**config.mk**
```make
export PLATFORM = sky130hd
export DESIGN_NAME = bvhms_ctrl
export DESIGN_NICKNAME = d
export VERILOG_FILES = /design/src/bvhms_pkg.sv /design/src/bvhms_ctrl.sv
export SDC_FILE = /design/constraint.sdc
export NUM_CORES = 1
export LEC_CHECK = 0
export ABC_AREA = 1
export BUFFER_PORTS_ARGS = -buffer_cell sky130_fd_sc_hd__buf_2
export CAP_MARGIN = 20
export CORE_AREA = 2 2 39 41
export CTS_BUF_LIST = sky130_fd_sc_hd__clkbuf_16
export DETAILED_ROUTE_END_ITERATION = 8
export DIE_AREA = 0 0 41 43
export PLACE_DENSITY_LB_ADDON = 0.2
export SLEW_MARGIN = 20
export SYNTH_ARGS = -nofsm -noshare
export SYNTH_HDL_FRONTEND = slang
export SYNTH_SLANG_ARGS = --single-unit
```
**constraint.sdc**
```tcl
create_clock -name clk_i -period 1.3 [get_ports clk_i]
set_input_delay 0.13 -clock clk_i [delete_from_list [all_inputs] [get_ports clk_i]]
set_output_delay 0.13 -clock clk_i [all_outputs]
set_load 0.05 [all_outputs]
```
**src/bvhms_pkg.sv**
```systemverilog
`default_nettype none
package bvhms_pkg;

  localparam int unsigned MaxTrianglesDefault = 65536;
  localparam int unsigned CoordBitsDefault    = 32;
  localparam int unsigned NumRegs             = 6;
  localparam int unsigned CfgIdxBits          = 3;

  typedef enum logic [CfgIdxBits-1:0] {
    REG_EXTENT_X = 3'd0,
    REG_EXTENT_Y = 3'd1,
    REG_EXTENT_Z = 3'd2,
    REG_MEAN_X   = 3'd3,
    REG_MEAN_Y   = 3'd4,
    REG_MEAN_Z   = 3'd5
  } cfg_reg_e;

  typedef enum logic [1:0] {
    KIND_SIDE   = 2'd0,
    KIND_BOUNDS = 2'd1,
    KIND_MEAN   = 2'd2
  } row_kind_e;

  typedef enum logic [3:0] {
    ST_IDLE,
    ST_ACCUM,
    ST_SIDE,
    ST_BOUNDS0,
    ST_BOUNDS1,
    ST_DIV0,
    ST_MEAN0,
    ST_DIV1,
    ST_MEAN1
  } state_e;

  typedef struct packed {
    logic [15:0]        tri_index;
    logic signed [31:0] v0_x;
    logic signed [31:0] v0_y;
    logic signed [31:0] v0_z;
    logic signed [31:0] v1_x;
    logic signed [31:0] v1_y;
    logic signed [31:0] v1_z;
    logic signed [31:0] v2_x;
    logic signed [31:0] v2_y;
    logic signed [31:0] v2_z;
    logic               final_triangle;
  } tri_in_t;

  typedef struct packed {
    logic [1:0]         row_kind;
    logic               side;
    logic [16:0]        index_or_count;
    logic signed [31:0] a_x;
    logic signed [31:0] a_y;
    logic signed [31:0] a_z;
    logic signed [31:0] b_x;
    logic signed [31:0] b_y;
    logic signed [31:0] b_z;
    logic               run_end;
  } row_out_t;

  // controller to datapath
  typedef struct packed {
    logic       accum;      // latch input beat
    logic       div_start;
    logic       div_child;
    logic       clear;
    logic       load_row;
    logic [1:0] row_kind;
    logic       row_side;
    logic       row_end;
  } dp_cmd_t;

  // datapath to controller
  typedef struct packed {
    logic div_done;
    logic fin;
  } dp_sts_t;

endpackage
`default_nettype wire

```
**src/bvhms_ctrl.sv**
```systemverilog
`default_nettype none
module bvhms_ctrl import bvhms_pkg::*; (
  input  wire logic    clk_i,
  input  wire logic    rst_ni,
  input  wire logic    in_valid_i,
  output      logic    in_ready_o,
  output      logic    out_valid_o,
  input  wire logic    out_ready_i,
  input  wire dp_sts_t sts_i,
  output      dp_cmd_t cmd_o
);
  state_e state_q, state_d;
  logic   ov_q, ov_d;

  always_ff @(posedge clk_i or negedge rst_ni) begin
    if (!rst_ni) begin
      state_q <= ST_IDLE;
      ov_q    <= 1'b0;
    end else begin
      state_q <= state_d;
      ov_q    <= ov_d;
    end
  end

  // a row is loaded only when the output register is free or being drained
  logic free;
  assign free = !ov_q || out_ready_i;

  always_comb begin
    state_d    = state_q;
    ov_d       = ov_q && !out_ready_i;
    cmd_o      = '0;
    in_ready_o = 1'b0;
    case (state_q)
      ST_IDLE: begin
        in_ready_o = 1'b1;
        if (in_valid_i) begin
          cmd_o.accum = 1'b1;
          state_d     = ST_SIDE;
        end
      end
      ST_SIDE: if (free) begin
        cmd_o.load_row = 1'b1;
        cmd_o.row_kind = KIND_SIDE;
        cmd_o.row_end  = !sts_i.fin;
        ov_d           = 1'b1;
        state_d        = sts_i.fin ? ST_BOUNDS0 : ST_IDLE;
      end
      ST_BOUNDS0: if (free) begin
        cmd_o.load_row = 1'b1;
        cmd_o.row_kind = KIND_BOUNDS;
        ov_d           = 1'b1;
        cmd_o.div_start = 1'b1;
        state_d        = ST_BOUNDS1;
      end
      ST_BOUNDS1: if (free) begin
        cmd_o.load_row = 1'b1;
        cmd_o.row_kind = KIND_BOUNDS;
        cmd_o.row_side = 1'b1;
        ov_d           = 1'b1;
        state_d        = ST_DIV0;
      end
      ST_DIV0: if (sts_i.div_done) state_d = ST_MEAN0;
      ST_MEAN0: if (free) begin
        cmd_o.load_row  = 1'b1;
        cmd_o.row_kind  = KIND_MEAN;
        ov_d            = 1'b1;
        cmd_o.div_start = 1'b1;
        cmd_o.div_child = 1'b1;
        state_d         = ST_DIV1;
      end
      ST_DIV1: begin
        cmd_o.div_child = 1'b1;
        if (sts_i.div_done) state_d = ST_MEAN1;
      end
      ST_MEAN1: if (free) begin
        cmd_o.load_row = 1'b1;
        cmd_o.row_kind = KIND_MEAN;
        cmd_o.row_side = 1'b1;
        cmd_o.row_end  = 1'b1;
        cmd_o.div_child = 1'b1;
        ov_d           = 1'b1;
        state_d        = ST_ACCUM;
      end
      ST_ACCUM: begin
        cmd_o.clear = 1'b1;
        state_d     = ST_IDLE;
      end
      default: state_d = ST_IDLE;
    endcase
  end

  assign out_valid_o = ov_q;
endmodule
`default_nettype wire

```
==> results.cfg <==
[die]
core_um2 = 1384
start_util_pct = 31.46
fp.dieW_um = 41
ios = 17
dieHeight_um = 43
rows = 14
dieArea_um2 = 1763

[routing]
wl_um = 1640
dr.pass1.iters = 4
viasPerCell = 4.777
wl_per_cell_um = 12.62
ant_nets = 0
via_count = 621
drc = 0
drt-initial-drc-count = 11

[timing]
final.setup.worst_slack_ns = -0.2593
finalSetupTns_ns = -2.100
finalCritPeriodShare_pct = 119.9
layout_min_cycle_time_ns = 1.559
hold_violations = 0
fin_worst_skew_ns = 0.003500
relSlewSlack_pct = 83.72
hold-worst-slack_ns = 0.2141
fmaxAchievable_mhz = 641.3
rsz0062_at_grt = true
slew_viol_final = 0
tightest_slew_ns = 0.2458
setup_viol = 13

[global_route]
grt_util_met2_pct = 36.25
grt_start_max_net_pins = 8
grt_pass1_vias = 586
grt_pass1_wl_um = 2463
track_usage_pct = 21.39
top_usage_layer = met2
antenna_found_initial = 0
grt_overflow = 0
globalRouteMet1Util_pct = 24.51
met3_usage_pct = 7.853

[job]
cap_violations = 0

[clocking]
clkTransAtPathRegs_ns = 0.03
cts_made_buffers = 3
cts_sinks = 5
clockBufferDepth = 2
htreeDepth = 1
root_buffer = clkbuf_16
clkLatencyLatePin_ns = 0.23
tritoncts = done

[worst_hold_path]
hold_path_class = input pin to flop
worstHoldStart = out_ready_i
hold_depth = 4

[worst_setup_path]
cp_common_cell = inv_2
cpPeakStageDelay_ns = 0.45
critPathLaunch = state_q[3]$_DFFE_PN0P_
worst-setup-path-type = flop to output pin
path_depth = 7
cp-start-kind = flop
cp_slowest_cell = dfrtp_2
timing.rr.start = state_q[1]$_DFFE_PN0P_
reg2regPathDepth = 8
crit_fanout = 4
cp_top_family = flip-flops
crit_chain = inv_2 -> nor2_1 -> nand2_2 -> inv_2 -> buf_4 -> o21a_4 -> buf_6
cp_num_buf_inv = 4
arrival_ns = 1.43
cp.required_ns = 1.17
end_kind = output pin

[place]
hpwl_um = 1079
gp_congestion = 0.8362
dpl_cell_area_um2 = 798.3
port_buffers = 16
dp_cells = 120
place_ws_ns = -0.1648

[logic_synthesis]
synth_cells = 72
synth_cell_types = 16
syn-num-nets = 78
ys_seq_area_share_pct = 28.74
synth_area_um2 = 435.4
yosysWarnings = 0
syn_avg_cell_area_um2 = 6.047
ys_seq_elements = 5

[final_layout]
final_cells = 130
syn_to_final_growth_pct = 148.0
drive_above_1_share_pct = 79.82
diodes = 0
final_core_util_pct = 78.03
design_area_um2 = 1080
fin_nets = 121

[power]
p_leak_nw = 0.5309
powerDensity_nw_per_um2 = 3158
worst_ir_drop_vdd_mv = 2.024
finalPower_mw = 3.410

[outcome]
outcome = complete, but fails checks
violations = setup timing
report_power, final:
part           total (mW)  internal (mW)  switching, mW  leakage [nW]
Combinational        2.58           1.08           1.50         0.431
Clock               0.496          0.398         0.0978        0.0423
Sequential          0.331          0.233         0.0988        0.0578
layer usage:
layer / wire length [um] / vias up
met2: 917 / 17
li1: - / 310
met5: 0 / -
met4: 0 / 0
met1: 654 / 294
met3: 68 / 0
timing repair:
action                                 CTS  global route
setup endpoints to repair               11            14
setup buffers                            3             2
pin swaps                                3             5
endpoints found under the hold margin    5             0
hold buffers                             1             0
gates resized for setup                 26            22
cell usage in the layout (no fill, tap or decap), types with 4 or more instances in the layout:
cell type   n
buf_2       6
buf_4      17
buf_6      11
dfrtp_2     4
inv_1       4
inv_2      11
nand2_1     9
nand2_2     6
nand2_4     4
nand3_2     8
nor2_1      4
nor2_4      7
synth_stat cells (all sizes together):
cell type	number	area (um^2)
nand2	19	88.84
inv	15	56.31
nor2	14	60.06
nand3	11	60.06
dfrtp	5	125.1
a21oi	3	15.01
nor3	1	5.000
nor4	1	6.260
o21a	1	7.510
o21ai	1	5.000
o22ai	1	6.260
worst register-to-register path, cell delays in order, from the launching register on:
cell and delay [ns]:
dfrtp_2 0.44, buf_4 0.16, nand2_4 0.09, nand3_2 0.08, buf_4 0.15, nand2_4 0.11, nand2_4 0.07, nand2_1 0.06
nand2_1 0.05
state kept, by name (all words and copies together) (netlist names):
signal and count:
out_valid_o 1, state_q 4
cell type report:
type / instances / area [um^2]
clock buffers: 3 / 75.07
flip-flops and latches: 5 / 130.1
inverters: 15 / 58.81
well taps: 16 / 20.02
repair buffers: 38 / 341.6
clock inverters: 1 / 3.754
fillers: 94 / 304.0
multi-input cells: 52 / 450.4
path summary, 6_finish.rpt:
check                                          to  slack [ns]
min in group asynchronous  state_q[0]$_DFFE_PN0P_        0.26
max                                      cmd_o[0]       -0.26
max reg2reg                state_q[2]$_DFFE_PN0P_       -0.02
max in group asynchronous  state_q[3]$_DFFE_PN0P_        0.89
min reg2reg                state_q[1]$_DFFE_PN0P_        0.55
min                         out_valid_o$_DFF_PN0_        0.21
cells by family after synthesis:
kind of cell	Yosys count	share of synthesized area (%)
buffers and inverters	15	12.93
and+or+nand+nor	46	50.58
AOI/OAI and AO/OA	6	7.758
DFF	5	28.74
No activity file was read; power rests on OpenSTA's default activity.
